`src/datediff_pkg.sv`:
```
package datediff_pkg;

   localparam int YEAR_W   = 14;
   localparam int MONTH_W  = 4;
   localparam int DAY_W    = 5;
   localparam int ERR_W    = 2;
   localparam int DUR_W    = 23;
   localparam int DCOUNT_W = 22;
   localparam int QUOT_W   = 8;
   localparam int LEAPD_W  = 12;
   localparam int MDAYS_W  = 9;

   localparam int YEAR_MIN      = 1900;
   localparam int YEAR_MAX      = 9999;
   localparam int MONTH_MAX     = 12;
   localparam int MONTH_FEB     = 2;
   localparam int DAYS_PER_YEAR = 365;
   localparam int CENTURY       = 100;

   // floor(x / 100) = (x * 5243) >> 19 for every 14-bit x
   localparam int RECIP_100   = 5243;
   localparam int RECIP_SHIFT = 19;
   localparam int RECIP_W     = 13;
   localparam int PROD_W      = YEAR_W + RECIP_W;

   // leap years in 1..1899
   localparam int LEAPS_BEFORE_MIN = (YEAR_MIN - 1) / 4 - (YEAR_MIN - 1) / 100
                                     + (YEAR_MIN - 1) / 400;

   typedef enum logic [ERR_W-1:0] {
      ERR_NONE  = 2'd0,
      ERR_START = 2'd1,
      ERR_END   = 2'd2
   } err_code_type;

   typedef struct packed {
      logic s1;
      logic s2;
      logic s3;
   } stage_en_type;

   function automatic logic [DAY_W-1:0] month_length(input logic [MONTH_W-1:0] m,
                                                     input logic leap);
      logic [DAY_W-1:0] len;
      case (m)
         4'd1, 4'd3, 4'd5, 4'd7, 4'd8, 4'd10, 4'd12: len = 5'd31;
         4'd4, 4'd6, 4'd9, 4'd11:                    len = 5'd30;
         4'd2:                                       len = leap ? 5'd29 : 5'd28;
         default:                                    len = 5'd0;
      endcase
      return len;
   endfunction

   function automatic logic [MDAYS_W-1:0] days_before_month(input logic [MONTH_W-1:0] m);
      logic [MDAYS_W-1:0] n;
      case (m)
         4'd2:    n = 9'd31;
         4'd3:    n = 9'd59;
         4'd4:    n = 9'd90;
         4'd5:    n = 9'd120;
         4'd6:    n = 9'd151;
         4'd7:    n = 9'd181;
         4'd8:    n = 9'd212;
         4'd9:    n = 9'd243;
         4'd10:   n = 9'd273;
         4'd11:   n = 9'd304;
         4'd12:   n = 9'd334;
         default: n = 9'd0;
      endcase
      return n;
   endfunction

endpackage

```
`src/datediff_if.sv`:
```
interface datediff_req_if;
   logic                                valid;
   logic                                ready;
   logic [datediff_pkg::YEAR_W-1:0]     start_year;
   logic [datediff_pkg::MONTH_W-1:0]    start_month;
   logic [datediff_pkg::DAY_W-1:0]      start_day;
   logic [datediff_pkg::YEAR_W-1:0]     end_year;
   logic [datediff_pkg::MONTH_W-1:0]    end_month;
   logic [datediff_pkg::DAY_W-1:0]      end_day;

   modport source (output valid, start_year, start_month, start_day,
                          end_year, end_month, end_day,
                   input  ready);
   modport sink   (input  valid, start_year, start_month, start_day,
                          end_year, end_month, end_day,
                   output ready);
endinterface

interface datediff_rsp_if;
   logic                                valid;
   logic                                ready;
   logic [datediff_pkg::ERR_W-1:0]      error_code;
   logic signed [datediff_pkg::DUR_W-1:0] duration_days;

   modport source (output valid, error_code, duration_days, input ready);
   modport sink   (input  valid, error_code, duration_days, output ready);
endinterface

```
`src/date_difference_in_days.sv`:
```
// Throughput: one item per cycle while the output side is ready; three lane stages and
// the merge register run as a pipeline, each stage moving up whenever the stage after it
// is empty or moving.
// Reset (synchronous, active high) clears every stage valid flag; the data
// registers are not reset.
module date_difference_in_days (
   input  logic          clock,
   input  logic          reset,
   datediff_req_if.sink   req_if,
   datediff_rsp_if.source rsp_if
);
   import datediff_pkg::*;

   logic         v1_ff, v1_in;
   logic         v2_ff, v2_in;
   logic         v3_ff, v3_in;
   logic         v4_ff, v4_in;
   logic         en1, en2, en3, en4;
   stage_en_type lane_en;

   logic [DCOUNT_W-1:0] start_count, end_count;
   logic                start_ok, end_ok;
   err_code_type        err;

   // a stage advances when the next one is empty or advancing
   assign en4 = !v4_ff || rsp_if.ready;
   assign en3 = !v3_ff || en4;
   assign en2 = !v2_ff || en3;
   assign en1 = !v1_ff || en2;

   assign lane_en = '{s1: en1, s2: en2, s3: en3};

   assign v1_in = en1 ? req_if.valid : v1_ff;
   assign v2_in = en2 ? v1_ff : v2_ff;
   assign v3_in = en3 ? v2_ff : v3_ff;
   assign v4_in = en4 ? v3_ff : v4_ff;

   always_ff @(posedge clock) begin
      if (reset) begin
         v1_ff <= 1'b0;
         v2_ff <= 1'b0;
         v3_ff <= 1'b0;
         v4_ff <= 1'b0;
      end else begin
         v1_ff <= v1_in;
         v2_ff <= v2_in;
         v3_ff <= v3_in;
         v4_ff <= v4_in;
      end
   end

   datediff_lane u_start_lane (
      .clock     (clock),
      .en        (lane_en),
      .year      (req_if.start_year),
      .month     (req_if.start_month),
      .day       (req_if.start_day),
      .day_count (start_count),
      .date_ok   (start_ok)
   );

   datediff_lane u_end_lane (
      .clock     (clock),
      .en        (lane_en),
      .year      (req_if.end_year),
      .month     (req_if.end_month),
      .day       (req_if.end_day),
      .day_count (end_count),
      .date_ok   (end_ok)
   );

   datediff_merge u_merge (
      .clock         (clock),
      .load          (en4),
      .start_count   (start_count),
      .start_ok      (start_ok),
      .end_count     (end_count),
      .end_ok        (end_ok),
      .error_code    (err),
      .duration_days (rsp_if.duration_days)
   );

   assign req_if.ready      = en1;
   assign rsp_if.valid      = v4_ff;
   assign rsp_if.error_code = err;

endmodule

```
`src/datediff_lane.sv`:
```
module datediff_lane (
   input  logic                                 clock,
   input  datediff_pkg::stage_en_type           en,
   input  logic [datediff_pkg::YEAR_W-1:0]      year,
   input  logic [datediff_pkg::MONTH_W-1:0]     month,
   input  logic [datediff_pkg::DAY_W-1:0]       day,
   output logic [datediff_pkg::DCOUNT_W-1:0]    day_count,
   output logic                                 date_ok
);
   import datediff_pkg::*;

   // stage 1: quotients by 100 of year and year - 1
   logic [YEAR_W-1:0]   year_ff, year_in;
   logic [MONTH_W-1:0]  month1_ff;
   logic [DAY_W-1:0]    day1_ff;
   logic [QUOT_W-1:0]   q_ff, q_in;
   logic [QUOT_W-1:0]   qm1_ff, qm1_in;
   logic [YEAR_W-1:0]   year_m1;
   logic [PROD_W-1:0]   prod_y, prod_ym1;

   assign year_m1  = year - YEAR_W'(1);
   assign prod_y   = PROD_W'(year) * PROD_W'(RECIP_100);
   assign prod_ym1 = PROD_W'(year_m1) * PROD_W'(RECIP_100);
   assign year_in  = year;
   assign q_in     = prod_y[RECIP_SHIFT +: QUOT_W];
   assign qm1_in   = prod_ym1[RECIP_SHIFT +: QUOT_W];

   always_ff @(posedge clock) begin
      if (en.s1) begin
         year_ff   <= year_in;
         month1_ff <= month;
         day1_ff   <= day;
         q_ff      <= q_in;
         qm1_ff    <= qm1_in;
      end
   end

   // stage 2: leap test, validity and the partial counts
   logic [DCOUNT_W-1:0] base_ff, base_in;
   logic [LEAPD_W-1:0]  leapd_ff, leapd_in;
   logic [MDAYS_W-1:0]  mdays_ff, mdays_in;
   logic [DAY_W-1:0]    day2_ff;
   logic                ok2_ff, ok2_in;
   logic [YEAR_W-1:0]   rem100;
   logic [YEAR_W-1:0]   years_off;
   logic [YEAR_W-1:0]   year_ff_m1;
   logic                leap;
   logic [DAY_W-1:0]    mlen;
   logic                year_ok, month_ok, day_ok;

   always_comb begin
      rem100     = year_ff - YEAR_W'(q_ff) * YEAR_W'(CENTURY);
      leap       = (year_ff[1:0] == 2'b00) && ((rem100 != '0) || (q_ff[1:0] == 2'b00));
      years_off  = year_ff - YEAR_W'(YEAR_MIN);
      year_ff_m1 = year_ff - YEAR_W'(1);
      base_in    = DCOUNT_W'(years_off) * DCOUNT_W'(DAYS_PER_YEAR);
      leapd_in   = LEAPD_W'(year_ff_m1 >> 2) - LEAPD_W'(qm1_ff) + LEAPD_W'(qm1_ff >> 2)
                   - LEAPD_W'(LEAPS_BEFORE_MIN);
      mdays_in   = days_before_month(month1_ff)
                   + MDAYS_W'((month1_ff > MONTH_W'(MONTH_FEB)) && leap);
      mlen       = month_length(month1_ff, leap);
      year_ok    = year_ff inside {[YEAR_W'(YEAR_MIN):YEAR_W'(YEAR_MAX)]};
      month_ok   = month1_ff inside {[MONTH_W'(1):MONTH_W'(MONTH_MAX)]};
      day_ok     = (day1_ff != '0) && (day1_ff <= mlen);
      ok2_in     = year_ok && month_ok && day_ok;
   end

   always_ff @(posedge clock) begin
      if (en.s2) begin
         base_ff  <= base_in;
         leapd_ff <= leapd_in;
         mdays_ff <= mdays_in;
         day2_ff  <= day1_ff;
         ok2_ff   <= ok2_in;
      end
   end

   // stage 3: sum into the day count
   logic [DCOUNT_W-1:0] count_ff, count_in;
   logic                ok3_ff;

   assign count_in = base_ff + DCOUNT_W'(leapd_ff) + DCOUNT_W'(mdays_ff) + DCOUNT_W'(day2_ff);

   always_ff @(posedge clock) begin
      if (en.s3) begin
         count_ff <= count_in;
         ok3_ff   <= ok2_ff;
      end
   end

   assign day_count = count_ff;
   assign date_ok   = ok3_ff;

endmodule

```
`src/datediff_merge.sv`:
```
module datediff_merge (
   input  logic                                   clock,
   input  logic                                   load,
   input  logic [datediff_pkg::DCOUNT_W-1:0]      start_count,
   input  logic                                   start_ok,
   input  logic [datediff_pkg::DCOUNT_W-1:0]      end_count,
   input  logic                                   end_ok,
   output datediff_pkg::err_code_type             error_code,
   output logic signed [datediff_pkg::DUR_W-1:0]  duration_days
);
   import datediff_pkg::*;

   err_code_type            err_ff, err_in;
   logic signed [DUR_W-1:0] dur_ff, dur_in;

   always_comb begin
      // start date is checked first; duration drops to zero on any error
      if (!start_ok) begin
         err_in = ERR_START;
         dur_in = '0;
      end else if (!end_ok) begin
         err_in = ERR_END;
         dur_in = '0;
      end else begin
         err_in = ERR_NONE;
         dur_in = $signed(DUR_W'(end_count) - DUR_W'(start_count));
      end
   end

   always_ff @(posedge clock) begin
      if (load) begin
         err_ff <= err_in;
         dur_ff <= dur_in;
      end
   end

   assign error_code    = err_ff;
   assign duration_days = dur_ff;

endmodule

```
`src/flat_wrapper.sv`:
```
// flat-port wrapper written by rule: the top's interface ports become plain ports
module date_difference_in_days_flat import datediff_pkg::*;
  (clock, reset, req_if_valid, req_if_start_year, req_if_start_month, req_if_start_day, req_if_end_year, req_if_end_month, req_if_end_day, req_if_ready, rsp_if_valid, rsp_if_error_code, rsp_if_duration_days, rsp_if_ready);
  datediff_req_if req_if_i ();
  datediff_rsp_if rsp_if_i ();
  input  logic clock;
  input  logic reset;
  input wire logic [$bits(req_if_i.valid)-1:0] req_if_valid;
  input wire logic [$bits(req_if_i.start_year)-1:0] req_if_start_year;
  input wire logic [$bits(req_if_i.start_month)-1:0] req_if_start_month;
  input wire logic [$bits(req_if_i.start_day)-1:0] req_if_start_day;
  input wire logic [$bits(req_if_i.end_year)-1:0] req_if_end_year;
  input wire logic [$bits(req_if_i.end_month)-1:0] req_if_end_month;
  input wire logic [$bits(req_if_i.end_day)-1:0] req_if_end_day;
  output wire logic [$bits(req_if_i.ready)-1:0] req_if_ready;
  output wire logic [$bits(rsp_if_i.valid)-1:0] rsp_if_valid;
  output wire logic [$bits(rsp_if_i.error_code)-1:0] rsp_if_error_code;
  output wire logic [$bits(rsp_if_i.duration_days)-1:0] rsp_if_duration_days;
  input wire logic [$bits(rsp_if_i.ready)-1:0] rsp_if_ready;
  assign req_if_i.valid = req_if_valid;
  assign req_if_i.start_year = req_if_start_year;
  assign req_if_i.start_month = req_if_start_month;
  assign req_if_i.start_day = req_if_start_day;
  assign req_if_i.end_year = req_if_end_year;
  assign req_if_i.end_month = req_if_end_month;
  assign req_if_i.end_day = req_if_end_day;
  assign req_if_ready = req_if_i.ready;
  assign rsp_if_valid = rsp_if_i.valid;
  assign rsp_if_error_code = rsp_if_i.error_code;
  assign rsp_if_duration_days = rsp_if_i.duration_days;
  assign rsp_if_i.ready = rsp_if_ready;
  date_difference_in_days u_core (.clock(clock), .reset(reset), .req_if(req_if_i), .rsp_if(rsp_if_i));
endmodule
```
`config.mk`:
```
export PLATFORM = sky130hd
export DESIGN_NAME = date_difference_in_days_flat
export DESIGN_NICKNAME = d
export VERILOG_FILES = /design/src/datediff_pkg.sv /design/src/datediff_if.sv /design/src/date_difference_in_days.sv /design/src/datediff_lane.sv /design/src/datediff_merge.sv /design/src/flat_wrapper.sv
export SDC_FILE = /design/constraint.sdc
export NUM_CORES = 2
export LEC_CHECK = 0
export BUFFER_PORTS_ARGS = -buffer_cell sky130_fd_sc_hd__buf_2
export CORE_UTILIZATION = 35
export DETAILED_ROUTE_END_ITERATION = 12
export PLACE_DENSITY = 0.48
export SLEW_MARGIN = 0
export SYNTH_ARGS = -nofsm -noshare
export SYNTH_HDL_FRONTEND = slang
export SYNTH_SLANG_ARGS = --single-unit
```
`constraint.sdc`:
```
create_clock -name clock -period 7.15 [get_ports clock]
set_input_delay 0.3575 -clock clock [delete_from_list [all_inputs] [get_ports clock]]
set_output_delay 0.3575 -clock clock [all_outputs]
set_load 0.01 [all_outputs]
```
## After elaboration in Yosys (flattened, before gate mapping)

Memory sizes are Yosys's and may differ from the RTL's. A register that Yosys moved wholly into a read port is not among the register bits.
Index checks and enable logic that the tools add are counted.

| cells by class | value |
|---|---|
| $mul | 8 |
| add/subtract/negate cells | 23 |
| equality and inequality tests | 24 |
| magnitude comparators | 12 |
| mux-type cells | 7 |
| reduce and logical (&&, ||, !) cells | 37 |

Operator list:

| operator | number |
|---|---|
| 14-bit by 13-bit multiplier with 27-bit output (second input constant) | 4 |
| 14-bit by 1-bit subtractor with 14-bit output (second input constant) | 4 |
| 22-bit by 12-bit adder with 22-bit output | 2 |
| 22-bit by 5-bit adder with 22-bit output | 2 |
| 22-bit by 9-bit adder with 22-bit output | 2 |
| 14-bit by 9-bit multiplier with 22-bit output (second input constant) | 2 |
| 4-bit equality test (second input constant) | 10 |
| 4-bit by 3-bit equality test with 1-bit output (second input constant) | 8 |
| 5-bit one-hot mux with 3 select lines | 2 |
| 14-bit by 11-bit >= comparator with 1-bit output (second input constant) | 2 |
| 14-bit less-or-equal comparator (second input constant) | 2 |
| 14-bit nonzero test | 2 |
| 14-bit by 11-bit subtractor with 14-bit output (second input constant) | 2 |
| 14-bit subtractor | 2 |
| 12-bit by 6-bit adder with 12-bit output | 2 |
| 8-bit by 5-bit multiplier with 12-bit output (second input constant) | 2 |
| 12-bit by 8-bit subtractor with 12-bit output | 2 |
| 12-bit by 9-bit subtractor with 12-bit output (second input constant) | 2 |
| 22-bit by 22-bit subtractor with 23-bit output | 1 |
| 9-bit by 1-bit adder with 9-bit output | 2 |
| 4-bit by 2-bit equality test with 1-bit output (second input constant) | 4 |
| 1-bit logical AND | 14 |
| 7-bit OR reduction | 2 |
| 5-bit less-or-equal comparator | 2 |
| 13 further kinds | 32 |

| word-level totals | value |
|---|---|
| memories | 2 |
| logic and storage cells | 143 |
| bits in read-only memories | 288 |
| bits of input ports | 50 |
| flip-flop bits (word level) | 251 |
| output and inout bits | 27 |

Memories:

| memory | depth | width | rd ports | clocked after memory_dff | write ports | RTL line | RTL |
|---|---|---|---|---|---|---|---|
| (no name shown) | 16 | 9 | 1 | 1 | 0 | datediff_pkg.sv:56 | `case (m)` |
| (no name shown) | 16 | 9 | 1 | 1 | 0 | datediff_pkg.sv:56 |  |

## Depth between registers and ports, before layout

| depth | value |
|---|---|
| depth after elaboration | 10 |
| depth in mapped cells | 27 |
| depth with buffers taken out | 27 |

## By module

From an unflattened synthesis, not the netlist that was laid out.

| unflattened totals | value |
|---|---|
| cell total of the unflattened synthesis | 3288 |
| area, all modules | 35002.3 um^2 |

By module, submodules not included:

| module | times used | cells each | seq. area each (um^2) | area an instance (um^2) |
|---|---|---|---|---|
| datediff_lane at u_core.u_start_lane | 1 | 1516 | 3513.4 | 16409.5 |
| datediff_lane at u_core.u_end_lane | 1 | 1524 | 3513.4 | 16340.7 |
| datediff_merge | 1 | 232 | 750.7 | 2092.0 |
| date_difference_in_days | 1 | 16 | 80.1 | 160.2 |

## Worst setup path before layout

No wires, ideal clock.

| timing | value |
|---|---|
| kind | input -> register |
| from | in req_if_end_year[1] |
| to | reg u_core.u_end_lane.qm1_ff[7] (data pin) |
| stages on the path | 21 |
| arrival time | 6481 ps |
| data required time | 6885 ps |
| path slack | 404 ps |
| cells stage by stage | inv_1 ha_1 a21boi_0 nand3_1 a21boi_0 o21ai_0 xnor2_1 fa_1 ha_1 fa_1 fa_1 fa_1 ha_1 a21oi_1 o21ai_0 nor3b_1 o21ai_1 a31o_1 o41a_1 and4_4 or3_1 |

| between the ends | value |
|---|---|
| longest elaborated chain between the ends | 2 |

Ends and longest elaborated chain:

| what | RTL line | RTL |
|---|---|---|
| start, declared | flat_wrapper.sv:12 | `input wire logic [$bits(req_if_i.end_year)-1:0] req_if_end_year;` |
| 14-bit by 1-bit subtractor with 14-bit output | datediff_lane.sv:21 | `assign year_m1 = year - YEAR_W'(1);` |
| 14-bit by 13-bit multiplier with 27-bit output | datediff_lane.sv:23 | `assign prod_ym1 = PROD_W'(year_m1) * PROD_W'(RECIP_100);` |
| via u_core.u_end_lane.prod_ym1[26] | datediff_lane.sv:19 | `logic [PROD_W-1:0] prod_y, prod_ym1;` |
| end signal, assigned | datediff_lane.sv:34 | `qm1_ff <= qm1_in;` |
| end, declared | datediff_lane.sv:17 | `logic [QUOT_W-1:0] qm1_ff, qm1_in;` |

The timed path passes the listed nets, and every way through them passes these cells.
A chain may end at the register's enable or synchronous reset.

## Worst setup path in the final report

| timing | value |
|---|---|
| from | in req_if_end_year[2] |
| to | reg u_core.u_end_lane.qm1_ff[7] (data pin) |

The elaborated chain is that of the path after synthesis.

==> results.toml <==
[clock_tree]
cts_tree = "built"
cts_buffers = 36
clk_path_buf_depth = 3
clock_latency_ns = 0.56
path_clk_slew_ns = 0.05
cts_root_buf = "clkbuf_16"
h-tree-depth = 2
postCtsSetupRepairBufs = 0
numClockSinks = 269

[synthesis]
syn-num-nets = 4466
synth_top_area_cell = "ha_1"
synthTopCellsByArea = "ha_1 26%, fa_1 22%, edfxtp_1 21%"
ys.warnings.count = 0
netlist_area_mm2 = 0.0349
synth_edf_count = 247
syn_area_per_cell_um2 = 10.6
synth_seq_cells = 269
synthArstFlopShare = 0
synth_common_cells = "740 x inv_1, 736 x ha_1, 385 x fa_1"
synth_most_common_cell = "inv_1"
yosysSeqAreaShare = 0.225
ys_types = 68
synth_cells = 3295
synth_top_area_frac = 0.264
synth_top_flop_cell = "edfxtp_1"

[layout]
layout.nets = 4611
utilization = 0.391
area_growth_pct = 10.3
layout-drive-gt1-share = 0.0545

[die]
ios = 77
core_region_area_mm2 = 0.0986
die-area_mm2 = 0.101
die_w_um = 318
start_util = 0.354
row_count = 115
dieHeight_um = 318

[sta]
final.period_utilization = 0.912
setup_total_negative_slack_ns = 0
worst_hold_slack_ns = 0.0758
period_needed_ns = 6.52
hold_viol_final = 0
setup_viol = 0
fmax_mhz = 153
skew_ns = 0.0284
drv_slew = 0
grt_setup_unrepaired = "no"
tightest_slew_ns = 1.10
relSlewSlack = 0.264

[placement]
dp_hpwl_um = 64800
place.gp.congestion = 0.818
port_buffers = 76

[critical_path]
cp-start-kind = "input pin"
r2r_setup_slack_ns = 1.17
path_class = "input pin to register"
crit_fanout = 7
startpoint = "req_if_end_year[2]"
cp-end-kind = "register"
regToRegStartpoint = "u_core.u_end_lane.year_ff[3]"
cp.arrival_ns = 6.82
required_ns = 7.45

[min_path]
hold_class = "input pin to register"
hp-start = "req_if_start_day[4]"

[grt]
grt_pass1_vias = 23200
grt_max_degree = 67
grt_util_all_layers = 0.153
grt_antenna_before_repair = 4
grt_pass1_wl_um = 124000
overflow = 0

[detailed_routing]
vias_per_cell = 4.66
vias = 22200
drt_iter0_markers = 806
drc = 0
wire_per_inst_um = 15.8
ant_nets = 0
drtPass1Iterations = 5
finalWirelength_um = 75100

[job]
drv_cap = 0

[outcome]
status = "finished, final reports clean"
[metrics by stage]
stage | instance area, um^2 | std cells | setup slack (ns)
2_1_floorplan | 34900 | 3295 | 0.404
3_3_place_gp | 37100 | 4671 | -0.197
3_5_place_dp | 37100 | 4671 | -0.256
4_1_cts | 38500 | 4755 | 0.333
5_1_grt | 38500 | 4757 | 0.238
6_report | 38500 | 4757 | 0.626
[layout by cell type (no fill, tap or decap), drive strengths merged, types with 20 or more instances in the layout]
master / count
dfxtp: 22
ha: 736
o21ai: 92
nand3: 49
edfxtp: 247
a21oi: 111
clkbuf: 51
fa: 385
a211oi: 20
inv: 740
nor3: 54
buf: 109
nor2: 125
nor2b: 24
nand2: 106
xnor2: 144
a21o: 33
o21a: 20
and3: 25
xor2: 75
[cell type report]
| cell class | count | area [um^2] |
|---|---|---|
| sequential | 269 | 7860 |
| clock buffer | 51 | 1050 |
| timing repair buffer | 127 | 808 |
| clock inverter | 15 | 188 |
| antenna | 2 | 5.00 |
| multi-input combinational | 2266 | 24200 |
| tap | 1287 | 1610 |
| inverter | 740 | 2780 |
| fill | 9735 | 60000 |
[state kept, by name (all words and copies together) (netlist names), 4 cells and up, named ones only]
name	count
u_core.u_end_lane.leapd_ff	12
u_core.u_end_lane.year_ff	14
u_core.u_start_lane.year_ff	14
u_core.u_merge.duration_days	23
u_core.u_start_lane.base_ff	22
u_core.u_start_lane.leapd_ff	12
u_core.u_start_lane.qm1_ff	8
u_core.u_end_lane.base_ff	22
u_core.u_start_lane.month1_ff	4
u_core.u_end_lane.mdays_ff	9
u_core.u_start_lane.mdays_ff	9
u_core.u_end_lane.day2_ff	5
u_core.u_end_lane.qm1_ff	8
u_core.u_end_lane.q_ff	8
u_core.u_start_lane.day2_ff	5
u_core.u_start_lane.q_ff	8
u_core.u_start_lane.day_count	22
u_core.u_start_lane.day1_ff	5
u_core.u_end_lane.month1_ff	4
u_core.u_end_lane.day1_ff	5
u_core.u_end_lane.day_count	22
[timing repair]
item | CTS | global route
hold buffers | 18 | 0
hold endpoints to repair | 20 | 0
endpoints found under the setup margin | 0 | 1
resized for setup | 0 | 1
[final timing paths]
path	cells past startpoint	endpoint
worst max-delay path	22	u_core.u_end_lane.qm1_ff[7]
worst min-delay path	1	u_core.u_start_lane.day1_ff[4]
worst max register to register	20	u_core.u_end_lane.base_ff[20]
worst min register to register	0	u_core.u_end_lane.date_ok
[cells by family (layout without fill, tap and decap cells)]
kind of cell,Yosys count,count (layout),synth area share
XOR/XNOR,221,221,0.0562
adder cells (fa/ha/maj),1121,1121,0.485
flip-flops,269,269,0.225
buffers and inverters,760,933,0.0818
other,0,2,0
AO/OA/AOI/OAI,415,415,0.0776
AND/OR/NAND/NOR,489,489,0.0687
multiplexers,20,20,0.00609
[layer usage]
layer | GRT usage | routed length [um]
met3 | 0.0143 | 1710
met1 | 0.225 | 39100
met4 | 0.0290 | 1210
met2 | 0.244 | 33100
met5 | 0 | 34
[worst max-delay path, cell delays in order]
cell and delay [ns]:
buf_2 0.10, inv_1 0.09, ha_1 0.15, a21boi_0 0.33, nand3_1 0.18, a21boi_0 0.32
o21ai_0 0.22, xnor2_2 0.54, fa_1 0.50, ha_1 0.32, fa_1 0.47, fa_1 0.52
fa_1 0.50, ha_1 0.34, a21oi_1 0.15, o21ai_0 0.12, a41oi_1 0.20, o21ai_0 0.17
a31o_1 0.27, o41a_1 0.39, and4_4 0.21, or3_1 0.36
Power is not shown: default switching activity piles up to over one toggle a cycle in this logic, so the estimate is an artifact.
